**src/hdl/piad_pkg.sv**
```systemverilog
`default_nettype none
package piad_pkg;

    // Limits and reset values
    localparam int MAX_COUNT = 65535;
    localparam logic [15:0] COUNT_LIMIT_RST = 16'hFFFF;

    // Result queue
    localparam int RES_DEPTH = 4;
    localparam int RES_PTR_W = $clog2(RES_DEPTH);
    localparam int RES_CNT_W = $clog2(RES_DEPTH + 1);

    // Register map (word index)
    localparam logic REG_COUNT_LIMIT = 1'b0;

    // Element / count type codes
    localparam logic [7:0] TYPE_ZERO = 8'd4;
    localparam logic [7:0] TYPE_S1 = 8'd5;
    localparam logic [7:0] TYPE_S2 = 8'd6;
    localparam logic [7:0] TYPE_S3 = 8'd7;
    localparam logic [7:0] TYPE_S4 = 8'd8;
    localparam logic [7:0] TYPE_S5 = 8'd9;
    localparam logic [7:0] TYPE_S6 = 8'd10;
    localparam logic [7:0] TYPE_S7 = 8'd11;
    localparam logic [7:0] TYPE_S8 = 8'd12;
    localparam logic [7:0] TYPE_U1 = 8'd13;
    localparam logic [7:0] TYPE_U4 = 8'd16;

    // Result kinds
    localparam logic [1:0] KIND_COUNT = 2'd0;
    localparam logic [1:0] KIND_ELEM = 2'd1;
    localparam logic [1:0] KIND_EMPTY = 2'd2;
    localparam logic [1:0] KIND_ERROR = 2'd3;

    // Error codes
    localparam logic [1:0] ERR_NONE = 2'd0;
    localparam logic [1:0] ERR_NEG_COUNT = 2'd1;
    localparam logic [1:0] ERR_OVER_LIMIT = 2'd2;
    localparam logic [1:0] ERR_EARLY_END = 2'd3;

    typedef enum logic [1:0] {
        PH_IDLE,
        PH_COUNT,
        PH_ETYPE,
        PH_ELEM
    } t_phase;

    typedef struct packed {
        logic [7:0] data_byte;
        logic       start_req;
        logic       final_req;
    } t_req_item;

    typedef struct packed {
        logic [1:0]         kind;
        logic signed [63:0] value;
        logic [15:0]        repeat_res;
        logic               last;
        logic [1:0]         error_code;
    } t_res_item;

    // Up to two results produced by one request
    typedef struct packed {
        logic [1:0] num;
        t_res_item  res0;
        t_res_item  res1;
    } t_res_pair;

    // Byte width of a type code; zero-width for anything unknown
    function automatic logic [3:0] type_width(input logic [7:0] t);
        logic [3:0] w;
        w = 4'd0;
        case (t) inside
            [TYPE_S1:TYPE_S8]: w = 4'(t - TYPE_ZERO);
            [TYPE_U1:TYPE_U4]: w = 4'(t - TYPE_S8);
            default: w = 4'd0;
        endcase
        return w;
    endfunction

    // Sign extension for the signed types narrower than 64 bits
    function automatic logic [63:0] type_extend(input logic [7:0] t, input logic [63:0] acc);
        logic [63:0] r;
        r = acc;
        case (t)
            TYPE_S1: r = {{56{acc[7]}}, acc[7:0]};
            TYPE_S2: r = {{48{acc[15]}}, acc[15:0]};
            TYPE_S3: r = {{40{acc[23]}}, acc[23:0]};
            TYPE_S4: r = {{32{acc[31]}}, acc[31:0]};
            TYPE_S5: r = {{24{acc[39]}}, acc[39:0]};
            TYPE_S6: r = {{16{acc[47]}}, acc[47:0]};
            TYPE_S7: r = {{8{acc[55]}}, acc[55:0]};
            default: r = acc;
        endcase
        return r;
    endfunction

endpackage
`default_nettype wire

```
**src/hdl/piad_cfg.sv**
```systemverilog
`default_nettype none
module piad_cfg (
    input  wire logic        i_clk,
    input  wire logic        i_rst_n,
    input  wire logic        psel,
    input  wire logic        penable,
    input  wire logic        pwrite,
    input  wire logic [2:0]  paddr,
    input  wire logic [31:0] pwdata,
    output logic [31:0]      prdata,
    output logic             pready,
    output logic [15:0]      o_count_limit
);

    logic [15:0] r_count_limit;
    logic        wr_hit;

    assign wr_hit = psel && penable && pwrite && (paddr[2] == piad_pkg::REG_COUNT_LIMIT);

    // Count limit register
    always_ff @(posedge i_clk) begin
        if (!i_rst_n) begin
            r_count_limit <= piad_pkg::COUNT_LIMIT_RST;
        end else if (wr_hit) begin
            r_count_limit <= pwdata[15:0];
        end
    end

    // Read mux
    always_comb begin
        prdata = 32'd0;
        if (paddr[2] == piad_pkg::REG_COUNT_LIMIT) begin
            prdata = {16'd0, r_count_limit};
        end
    end

    assign pready = 1'b1;
    assign o_count_limit = r_count_limit;

endmodule
`default_nettype wire

```
**src/hdl/piad_dec.sv**
```systemverilog
`default_nettype none
module piad_dec (
    input  wire logic                 i_clk,
    input  wire logic                 i_rst_n,
    input  wire logic                 i_fire,
    input  wire piad_pkg::t_req_item  i_item,
    input  wire logic [15:0]          i_count_limit,
    output piad_pkg::t_res_pair       o_res
);

    piad_pkg::t_phase r_phase, n_phase, ph_mid;
    logic [7:0]  r_cur_type, n_cur_type;
    logic [3:0]  r_bytes_left, n_bytes_left;
    logic [63:0] r_acc, n_acc;
    logic [15:0] r_elems, n_elems;
    logic [7:0]  r_elem_type, n_elem_type;

    logic [7:0]  in_b;
    logic [7:0]  work_type;
    logic [3:0]  work_w;
    logic [3:0]  in_w;
    logic [3:0]  bl_dec;
    logic [2:0]  pos;
    logic [63:0] merged;
    logic [63:0] ext;
    logic [63:0] cv;
    logic        cd;
    logic        cnt_neg;
    logic        cnt_over;

    piad_pkg::t_res_item prim, err_item;
    logic prim_valid, err_valid;

    // Shared byte merge and count checks
    assign in_b      = i_item.data_byte;
    assign in_w      = piad_pkg::type_width(in_b);
    assign work_type = (r_phase == piad_pkg::PH_COUNT) ? r_cur_type : r_elem_type;
    assign work_w    = piad_pkg::type_width(work_type);
    assign bl_dec    = r_bytes_left - 4'd1;
    assign pos       = 3'(work_w - r_bytes_left);
    assign merged    = r_acc | ({56'd0, in_b} << {pos, 3'b000});
    assign ext       = piad_pkg::type_extend(work_type, merged);
    assign cv        = i_item.start_req ? 64'd0 : ext;
    assign cd        = i_item.start_req ? (in_w == 4'd0)
                                        : ((r_phase == piad_pkg::PH_COUNT) && (bl_dec == 4'd0));
    assign cnt_neg   = cv[63];
    assign cnt_over  = (cv > {48'd0, i_count_limit}) || (cv > 64'(piad_pkg::MAX_COUNT));

    // Next phase
    always_comb begin
        ph_mid = r_phase;
        if (i_item.start_req) begin
            ph_mid = piad_pkg::PH_COUNT;
        end else begin
            case (r_phase)
                piad_pkg::PH_ETYPE: begin
                    if ((r_elems == 16'd0) || (in_w == 4'd0)) begin
                        ph_mid = piad_pkg::PH_IDLE;
                    end else begin
                        ph_mid = piad_pkg::PH_ELEM;
                    end
                end
                piad_pkg::PH_ELEM: begin
                    if ((bl_dec == 4'd0) && (r_elems == 16'd1)) begin
                        ph_mid = piad_pkg::PH_IDLE;
                    end
                end
                default: ph_mid = r_phase;
            endcase
        end
        if (cd) begin
            ph_mid = (cnt_neg || cnt_over) ? piad_pkg::PH_IDLE : piad_pkg::PH_ETYPE;
        end

        n_phase = r_phase;
        if (i_fire) begin
            n_phase = (i_item.final_req && (ph_mid != piad_pkg::PH_IDLE))
                    ? piad_pkg::PH_IDLE : ph_mid;
        end
    end

    // Datapath next values and results
    always_comb begin
        n_cur_type   = r_cur_type;
        n_bytes_left = r_bytes_left;
        n_acc        = r_acc;
        n_elems      = r_elems;
        n_elem_type  = r_elem_type;
        prim         = '0;
        prim_valid   = 1'b0;
        err_item     = '0;
        err_valid    = 1'b0;

        if (i_fire) begin
            if (i_item.start_req) begin
                n_cur_type   = in_b;
                n_acc        = 64'd0;
                n_elems      = 16'd0;
                n_bytes_left = in_w;
            end else begin
                case (r_phase)
                    piad_pkg::PH_COUNT: begin
                        n_acc        = merged;
                        n_bytes_left = bl_dec;
                    end
                    piad_pkg::PH_ETYPE: begin
                        n_elem_type = in_b;
                        n_acc       = 64'd0;
                        if (r_elems == 16'd0) begin
                            prim_valid = 1'b1;
                            prim.kind  = piad_pkg::KIND_EMPTY;
                            prim.last  = 1'b1;
                        end else if (in_w == 4'd0) begin
                            // zero-width elements: one run result
                            prim_valid      = 1'b1;
                            prim.kind       = piad_pkg::KIND_ELEM;
                            prim.repeat_res = r_elems;
                            prim.last       = 1'b1;
                            n_elems         = 16'd0;
                        end else begin
                            n_bytes_left = in_w;
                        end
                    end
                    piad_pkg::PH_ELEM: begin
                        n_acc        = merged;
                        n_bytes_left = bl_dec;
                        if (bl_dec == 4'd0) begin
                            n_elems         = r_elems - 16'd1;
                            prim_valid      = 1'b1;
                            prim.kind       = piad_pkg::KIND_ELEM;
                            prim.value      = ext;
                            prim.repeat_res = 16'd1;
                            prim.last       = (r_elems == 16'd1);
                            n_acc           = 64'd0;
                            if (r_elems != 16'd1) begin
                                n_bytes_left = work_w;
                            end
                        end
                    end
                    default: begin
                    end
                endcase
            end

            // Count complete: check and report
            if (cd) begin
                prim_valid = 1'b1;
                prim.last  = 1'b1;
                if (cnt_neg) begin
                    prim.kind       = piad_pkg::KIND_ERROR;
                    prim.error_code = piad_pkg::ERR_NEG_COUNT;
                end else if (cnt_over) begin
                    prim.kind       = piad_pkg::KIND_ERROR;
                    prim.error_code = piad_pkg::ERR_OVER_LIMIT;
                end else begin
                    prim.kind  = piad_pkg::KIND_COUNT;
                    prim.value = cv;
                    prim.last  = 1'b0;
                    n_elems    = cv[15:0];
                end
                n_bytes_left = 4'd0;
                n_acc        = 64'd0;
            end

            // Data ended before the array closed
            if (i_item.final_req && (ph_mid != piad_pkg::PH_IDLE)) begin
                err_valid           = 1'b1;
                err_item.kind       = piad_pkg::KIND_ERROR;
                err_item.last       = 1'b1;
                err_item.error_code = piad_pkg::ERR_EARLY_END;
                n_bytes_left        = 4'd0;
                n_acc               = 64'd0;
                n_elems             = 16'd0;
            end
        end
    end

    // Pack results in order
    always_comb begin
        o_res.num  = {1'b0, prim_valid} + {1'b0, err_valid};
        o_res.res0 = prim_valid ? prim : err_item;
        o_res.res1 = err_item;
    end

    always_ff @(posedge i_clk) begin
        if (!i_rst_n) begin
            r_phase      <= piad_pkg::PH_IDLE;
            r_cur_type   <= 8'd0;
            r_bytes_left <= 4'd0;
            r_acc        <= 64'd0;
            r_elems      <= 16'd0;
            r_elem_type  <= 8'd0;
        end else begin
            r_phase      <= n_phase;
            r_cur_type   <= n_cur_type;
            r_bytes_left <= n_bytes_left;
            r_acc        <= n_acc;
            r_elems      <= n_elems;
            r_elem_type  <= n_elem_type;
        end
    end

endmodule
`default_nettype wire

```
**src/hdl/piad_resq.sv**
```systemverilog
`default_nettype none
module piad_resq (
    input  wire logic                 i_clk,
    input  wire logic                 i_rst_n,
    input  wire piad_pkg::t_res_pair  i_push,
    output logic                      o_room,
    output logic                      o_valid,
    input  wire logic                 i_ready,
    output piad_pkg::t_res_item       o_item
);

    localparam int PW = piad_pkg::RES_PTR_W;
    localparam int CW = piad_pkg::RES_CNT_W;

    piad_pkg::t_res_item r_ent [piad_pkg::RES_DEPTH];
    logic [PW-1:0] r_wr_ptr, n_wr_ptr;
    logic [PW-1:0] r_rd_ptr, n_rd_ptr;
    logic [CW-1:0] r_cnt, n_cnt;
    logic [PW-1:0] wr_ptr1;
    logic          pop;

    assign wr_ptr1 = r_wr_ptr + PW'(1);
    assign pop     = o_valid && i_ready;
    // two free slots needed for a worst-case request
    assign o_room  = (r_cnt <= CW'(piad_pkg::RES_DEPTH - 2));
    assign o_valid = (r_cnt != '0);
    assign o_item  = r_ent[r_rd_ptr];

    // Pointer and fill count update
    always_comb begin
        n_wr_ptr = r_wr_ptr + PW'(i_push.num);
        n_rd_ptr = pop ? (r_rd_ptr + PW'(1)) : r_rd_ptr;
        n_cnt    = r_cnt + CW'(i_push.num) - CW'(pop);
    end

    always_ff @(posedge i_clk) begin
        if (!i_rst_n) begin
            r_wr_ptr <= '0;
            r_rd_ptr <= '0;
            r_cnt    <= '0;
        end else begin
            r_wr_ptr <= n_wr_ptr;
            r_rd_ptr <= n_rd_ptr;
            r_cnt    <= n_cnt;
        end
    end

    // Entry writes
    always_ff @(posedge i_clk) begin
        if (i_push.num != 2'd0) begin
            r_ent[r_wr_ptr] <= i_push.res0;
        end
        if (i_push.num == 2'd2) begin
            r_ent[wr_ptr1] <= i_push.res1;
        end
    end

endmodule
`default_nettype wire

```
**src/hdl/packed_int_array_decoder_top.sv**
```systemverilog
`default_nettype none
// Packed integer array decoder. Takes one byte per request (start_req marks the count
// type byte, final_req the last byte available) and returns the element count, then
// each element value sign- or zero-extended to 64 bits; an empty array gives an empty
// result, zero-width element types give one run result, and bad counts or early end
// give an error result. One byte is taken every cycle: the decode of a byte is a
// single pass between the input register and a four-entry result queue. A byte can
// give two results; the input stalls while the queue has fewer than two free entries.
// The output moves one result per cycle, so the input drops below one byte per cycle
// under output back-pressure, or when two-result bytes keep coming before the queue
// drains. count_limit sits at byte address 0 of the APB port and resets to 65535.
module packed_int_array_decoder_top (
    input  wire logic                 i_clk,
    input  wire logic                 i_rst_n,
    input  wire logic                 i_in_valid,
    output logic                      o_in_ready,
    input  wire piad_pkg::t_req_item  i_in_data,
    output logic                      o_out_valid,
    input  wire logic                 i_out_ready,
    output piad_pkg::t_res_item       o_out_data,
    input  wire logic                 psel,
    input  wire logic                 penable,
    input  wire logic                 pwrite,
    input  wire logic [2:0]           paddr,
    input  wire logic [31:0]          pwdata,
    output logic [31:0]               prdata,
    output logic                      pready
);

    logic                r_in_valid;
    piad_pkg::t_req_item r_in_data;
    logic                fire;
    logic                room;
    logic [15:0]         count_limit;
    piad_pkg::t_res_pair res_pair;

    // Input register
    assign fire       = r_in_valid && room;
    assign o_in_ready = !r_in_valid || fire;

    always_ff @(posedge i_clk) begin
        if (!i_rst_n) begin
            r_in_valid <= 1'b0;
        end else if (o_in_ready) begin
            r_in_valid <= i_in_valid;
        end
    end

    always_ff @(posedge i_clk) begin
        if (i_in_valid && o_in_ready) begin
            r_in_data <= i_in_data;
        end
    end

    piad_cfg u_cfg (
        .i_clk         (i_clk),
        .i_rst_n       (i_rst_n),
        .psel          (psel),
        .penable       (penable),
        .pwrite        (pwrite),
        .paddr         (paddr),
        .pwdata        (pwdata),
        .prdata        (prdata),
        .pready        (pready),
        .o_count_limit (count_limit)
    );

    piad_dec u_dec (
        .i_clk         (i_clk),
        .i_rst_n       (i_rst_n),
        .i_fire        (fire),
        .i_item        (r_in_data),
        .i_count_limit (count_limit),
        .o_res         (res_pair)
    );

    piad_resq u_resq (
        .i_clk   (i_clk),
        .i_rst_n (i_rst_n),
        .i_push  (res_pair),
        .o_room  (room),
        .o_valid (o_out_valid),
        .i_ready (i_out_ready),
        .o_item  (o_out_data)
    );

endmodule
`default_nettype wire

```
**config.mk**
```make
export PLATFORM = sky130hd
export DESIGN_NAME = packed_int_array_decoder_top
export DESIGN_NICKNAME = d
export VERILOG_FILES = /design/src/hdl/piad_pkg.sv /design/src/hdl/piad_cfg.sv /design/src/hdl/piad_dec.sv /design/src/hdl/piad_resq.sv /design/src/hdl/packed_int_array_decoder_top.sv
export SDC_FILE = /design/constraint.sdc
export NUM_CORES = 1
export LEC_CHECK = 0
export BUFFER_PORTS_ARGS = -buffer_cell sky130_fd_sc_hd__buf_2
export CORE_AREA = 2 2 207 209
export DETAILED_ROUTE_END_ITERATION = 8
export DIE_AREA = 0 0 209 211
export GPL_ROUTABILITY_DRIVEN = 0
export MAX_ROUTING_LAYER = met4
export PLACE_DENSITY_LB_ADDON = 0.3
export SYNTH_ARGS = -nofsm -noshare
export SYNTH_HDL_FRONTEND = slang
export SYNTH_SLANG_ARGS = --single-unit
```
**constraint.sdc**
```tcl
create_clock -name i_clk -period 8.2 [get_ports i_clk]
set_input_delay 0.82 -clock i_clk [delete_from_list [all_inputs] [get_ports i_clk]]
set_output_delay 0.82 -clock i_clk [all_outputs]
set_load 0.005 [all_outputs]
```
# Word-level counts from Yosys, hierarchy flattened
# Memories as Yosys holds them, arrays and structs flattened. A register that Yosys moved wholly into a read port is not among the register bits.
# Cells that the tools add are included.
[totals]
reg_bits = 136
ram_bits = 340
inputBits = 52
output_inout_bits = 120
word_cells = 166
memories = 1
[op_classes]
addsub = 13
order_cmp = 11
eq_ne = 15
n_shift = 1
n_mux = 79
bitwise_logic = 3
reduce_logical = 29
[memory_table]
columns = ["memory", "depth", "width", "read_ports", "rd_clocked_by_memory_dff", "write_ports", "line", "rtl"]
rows = [
  ["u_resq.r_ent", 4, 85, 1, 1, 2, "piad_resq.sv:15", "piad_pkg::t_res_item r_ent [piad_pkg::RES_DEPTH];"],
]
[ops]
columns = ["cell", "n"]
rows = [
  ["two-way mux 64 bit", 8],
  ["case mux 64 bit (7 select lines)", 1],
  ["case mux 64 bit (3 select lines)", 1],
  ["two-way mux 85 bit", 2],
  ["two-way mux 16 bit", 10],
  ["two-way mux 83 bit", 1],
  ["two-way mux 82 bit", 1],
  ["two-way mux 66 bit", 1],
  ["greater-than comparator 64 x 16 -> 1 bit", 1],
  ["greater-than comparator 64 x 16 -> 1 bit, second input constant", 1],
  ["OR 64 bit", 1],
  ["left shift 8 x 6 -> 64 bit", 1],
  ["two-way mux 4 bit", 11],
  ["case mux 17 bit (2 select lines)", 1],
  ["== test 8 x 4 -> 1 bit, second input constant", 4],
  ["case mux 16 bit (2 select lines)", 1],
  ["two-way mux 2 bit", 15],
  ["== test 8 x 3 -> 1 bit, second input constant", 3],
  ["two-way mux 1 bit", 17],
  ["two-way mux 17 bit", 1],
  ["== test 16 x 1 -> 1 bit, second input constant", 1],
  ["greater-or-equal comparator 8 x 3 -> 1 bit, second input constant", 2],
  ["greater-or-equal comparator 8 x 4 -> 1 bit, second input constant", 2],
  ["<= comparator 8 x 4 -> 1 bit, second input constant", 2],
  ["other kinds (33)", 62],
]

# Depth between registers and ports, before layout
[depth]
word_depth = 24
depth_mapped = 47
mapped_depth_nobuf = 40

# Cells and area by module
# From an unflattened synthesis, not the netlist that was laid out.
[unflattened]
cells_unflattened = 2164
hier_area_um2 = 26452.9
[modules_own_cells]
columns = ["mod", "instances", "cells_each", "area_per_inst_um2", "seq_area_each_um2"]
rows = [
  ["piad_resq", 1, 872, 16920.0, 10390.0],
  ["piad_dec", 1, 1170, 8180.3, 2042.0],
  ["piad_cfg", 1, 106, 987.2, 320.3],
  ["packed_int_array_decoder_top", 1, 16, 365.4, 320.3],
]

# Worst setup path after synthesis
# No wires, ideal clock.
[synth_path]
path_kind = "reg-to-reg"
startpoint = "reg u_dec.r_phase[0]"
endpoint = "mem u_resq.r_ent[0][0] (netlist name) (enable)"
setup_ps = 310
arrival_ps = 7725
t_required_ps = 7890
path_slack_ps = 165
stages_incl_launch_ff = 42
n_path_buf = 8
synth_period_minus_slack_ps = 8035
cell_sequence = "dfxtp_1 -> nor2b_1 -> buf_2 -> mux2_4 -> inv_1 -> ha_1 -> a211oi_1 -> or2_2 -> or3_1 -> ha_1 -> inv_1 -> fa_1 -> xor2_1 -> a31o_1 -> buf_2 -> nand2_1 -> nor2_1 -> a21oi_1 -> [... 6 more ...] -> or4_1 -> nand3_1 -> nand4_1 -> o21ai_0 -> o211a_1 -> o21a_1 -> buf_6 -> buf_6 -> buf_6 -> nor2_1 -> or2_1 -> ha_1 -> or3_1 -> clkbuf_1 -> and2_1 -> clkbuf_1 -> clkbuf_1 -> inv_1"
[synth_rtl]
columns = ["element", "line", "rtl"]
rows = [
  ["from (decl)", "piad_dec.sv:11", "piad_pkg::t_phase r_phase, n_phase, ph_mid;"],
  ["from (signal assigned)", "piad_dec.sv:187", "r_phase <= piad_pkg::PH_IDLE;"],
  ["from (signal assigned)", "piad_dec.sv:194", "r_phase <= n_phase;"],
  ["to (decl)", "piad_resq.sv:15", ""],
]

==> results.md <==
* Distinct cells, synth at 94
* Slew @ Worst Pin at around 1.4 ns
* RSZ-0062 raised after global routing: no
* Cell Area, Synth at 21600 µm²
* Longest Clk Path Bufs at 3
* #FFs+latches synth at 478
* Pin count of the biggest net entering global routing at between 50 and 60
* Initial DRT Pass Iterations at 6
* Maximum VDD drop at between 0.15 and 0.2 mV
* # IOs at 172
* Root buf cell: clkbuf_16
* ANT nets after route at 0
* Share of layout cells above drive strength 1 at 17.3%
* Mean post-synth cell area at about 9.2 µm²
* N_diodes at 0
* Max Slew Vio Count at 0
* Fill cell count at between 3000 and 4000
* Most common cell after layout, fill and taps aside: dfxtp_1
* Crit-path most repeated cell: ha_1
* P_leak at 0.00926 µW
* Minimum clock period at 7.83 ns
* # DRC at 0
* Total grt overflow at 0
* Critical Path Sink Type: flop
* Post-layout nets at approximately 2500
* Final core occ at 58.4%
* Synth area leader: dfxtp_1
* Register cell area after layout at 9880 µm²
* Final setup TNS at 0 ns
* Worst slack, placed at -0.150 ns
* Instance count of the mapped netlist at 2359
* Setup Skew at 0.0267 ns
* DP HPWL at 40.6 mm
* # port buffers at approximately 140
* Status: finished clean
* Die X-Extent at 209 µm
* Required @ worst endpoint at between 8 and 9 ns
* Synth Flop Type: dfxtp_1
* Period utilisation layout at 95.5%
* # clock sinks at 478
* First-pass GRT wire length at between 90 and 100 mm
* Max_cap viols at 0
* Post-synthesis sequential area ratio at between 40 and 50%
* Clk_lat worst skew at 0.61 ns
* Number of flops mapped to enable cells by yosys at 30
* Final instance area at 24400 µm²
* Placeable Area at approximately 42000 µm²
* Die Ht at 211 µm
* Synth Warn # at 0
* Final setup vio count at 0
* Final worst slack at 0.366 ns
* Fmax at 128 MHz
* Main area contributors after synthesis: dfxtp_1 42%, mux4_2 8.9%, nand2_1 6.5%
* Critical path class: reg -> reg
* Most frequent cells in the layout: 446 x dfxtp_1, 365 x nand2_1, 241 x o21ai_0
* Vias in the first global route at 17718
* DR vias/cell at 6.19
* Slew headroom at 7.97%
* Final hold violation count at 0
* Initial core utilization at 51.7%
* Routed vias at 18634
* Multi-input gate area at 10800 µm²
* CTS buffer count at 50
* Total power divided by cell area at 221 nW/µm²
* Die outline area at approximately 44000 µm²
* CTS tree: done
* Placed standard-cell area at between 20000 and 25000 µm²
* Slowest cell on the critical path: fa_1
* Worst-path clk slew at around 0.060 ns
* H-tree levels at 2
* CP max stage delay at 0.43 ns
* Worst Hold Class: in -> reg
* WP data arrival at 8.29 ns
* Layout area overhead at 12.9%
* CP Max Fanout at 52
* Rows at 75
* Initial antenna violation count at 0
* Synth async-reset ratio at 0%
* Synth top area share at 41.5%
* DR WL/cell at 20.5 µm
* DRT iter0 DRCs at approximately 1900
* Critical Path Source Type: flop
* Final WL at roughly 60 mm
* Total GRT Usage at 28.2%
through the flow:
step | power [µW] | hold slack, ns | instances
floorplan | 2970 | 0.420 | 2374
detailed placement | 3190 | 0.439 | 2921
global route | 5570 | 0.376 | 3011
global placement | 3170 | 0.428 | 2921
CTS | 5410 | 0.370 | 3006
finish | 5400 | 0.387 | 3011
registers in the layout (all words and copies together), names as in the netlist, named ones only:
name,flops
u_dec.r_elems,16
u_resq.r_cnt,3
u_dec.r_acc,64
r_in_valid,1
u_cfg.o_count_limit,16
u_resq.r_rd_ptr,2
r_in_data,10
u_dec.r_elem_type,8
u_dec.r_cur_type,8
u_dec.r_phase,2
u_dec.r_bytes_left,4
u_resq.r_wr_ptr,2
u_resq.r_ent,340
final timing paths:
check	slack, ns	depth (start not counted)	endpoint	start
worst max-delay path	0.37	35	u_resq.r_ent[0][38]	u_dec.r_phase[0]
worst min-delay path	0.39	1	r_in_data[5]	i_in_data[5]
worst max register to register	0.37	35	u_resq.r_ent[0][38]	u_dec.r_phase[0]
worst min register to register	0.44	2	u_resq.r_ent[1][42]	u_resq.r_ent[1][42]
final cells by class:
type / count / area share (%)
Tap cell: 539 / 2.77
Sequential cell: 478 / 40.5
Clock inverter: 12 / 0.750
Timing Repair Buffer: 200 / 4.97
Clock buffer: 73 / 5.82
Inverter: 63 / 0.970
Multi-Input combinational cell: 1646 / 44.2
layer usage:
| metal | GRT usage, % | vias up | part of all wire [%] |
|---|---|---|---|
| met5 | - | - | 0 |
| met4 | 8.67 | 0 | 2.4 |
| met3 | 4.77 | 140 | 8.2 |
| met2 | 44.3 | 780 | 47 |
| met1 | 37.4 | 9144 | 43 |
| li1 | - | 8570 | - |
cells in the mapped netlist, types with 15 or more instances:
library cell,count
o21ai_1,79
dfxtp_1,448
nand2_1,374
buf_4,18
and2_1,21
o21a_1,18
edfxtp_1,30
nor2_1,177
clkbuf_1,133
a22o_1,60
nand4_1,21
o211ai_1,26
nand3_1,30
inv_1,61
buf_1,17
nor2b_1,18
nor3_1,34
mux2i_1,22
ha_1,34
a21oi_1,119
o21ai_0,245
mux4_2,85
xnor2_1,15
a31oi_1,27
cell families after synthesis:
| logic type | after synthesis | share of synthesized area (%) |
|---|---|---|
| simple gates | 764 | 15.8 |
| compound gates | 695 | 20.1 |
| buf+inv | 251 | 5.11 |
| other cells | 2 | 0.0348 |
| mux | 112 | 10.2 |
| fa+ha+maj | 36 | 2.16 |
| flops | 478 | 45.7 |
| xor+xnor | 21 | 0.852 |
report_power, final:
part	leakage [µW]	switching [µW]	total, µW	internal, µW
Sequential	0.00391	76.4	2460	2390
Clock	0.000780	952	2250	1290
Combinational	0.00457	438	689	251
Total	0.00926	1470	5400	3930
worst max-delay path: cells and delay by family (launching register included):
family                   cells  cell delay, ns
AND/OR/NAND/NOR             14            3.04
AO/OA/AOI/OAI               11            2.02
adder cells (fa/ha/maj)      5            1.30
buffers and inverters        4            0.54
flip-flops                   1            0.35
multiplexers                 1            0.35
repair_timing:
action,CTS,global route
pin swaps,0,2
hold buffers,0,0
setup endpoints to repair,161,365
cloned,0,1
resized for setup,5,33
buffers inserted,0,4
No activity file was read; power rests on OpenSTA's default activity.
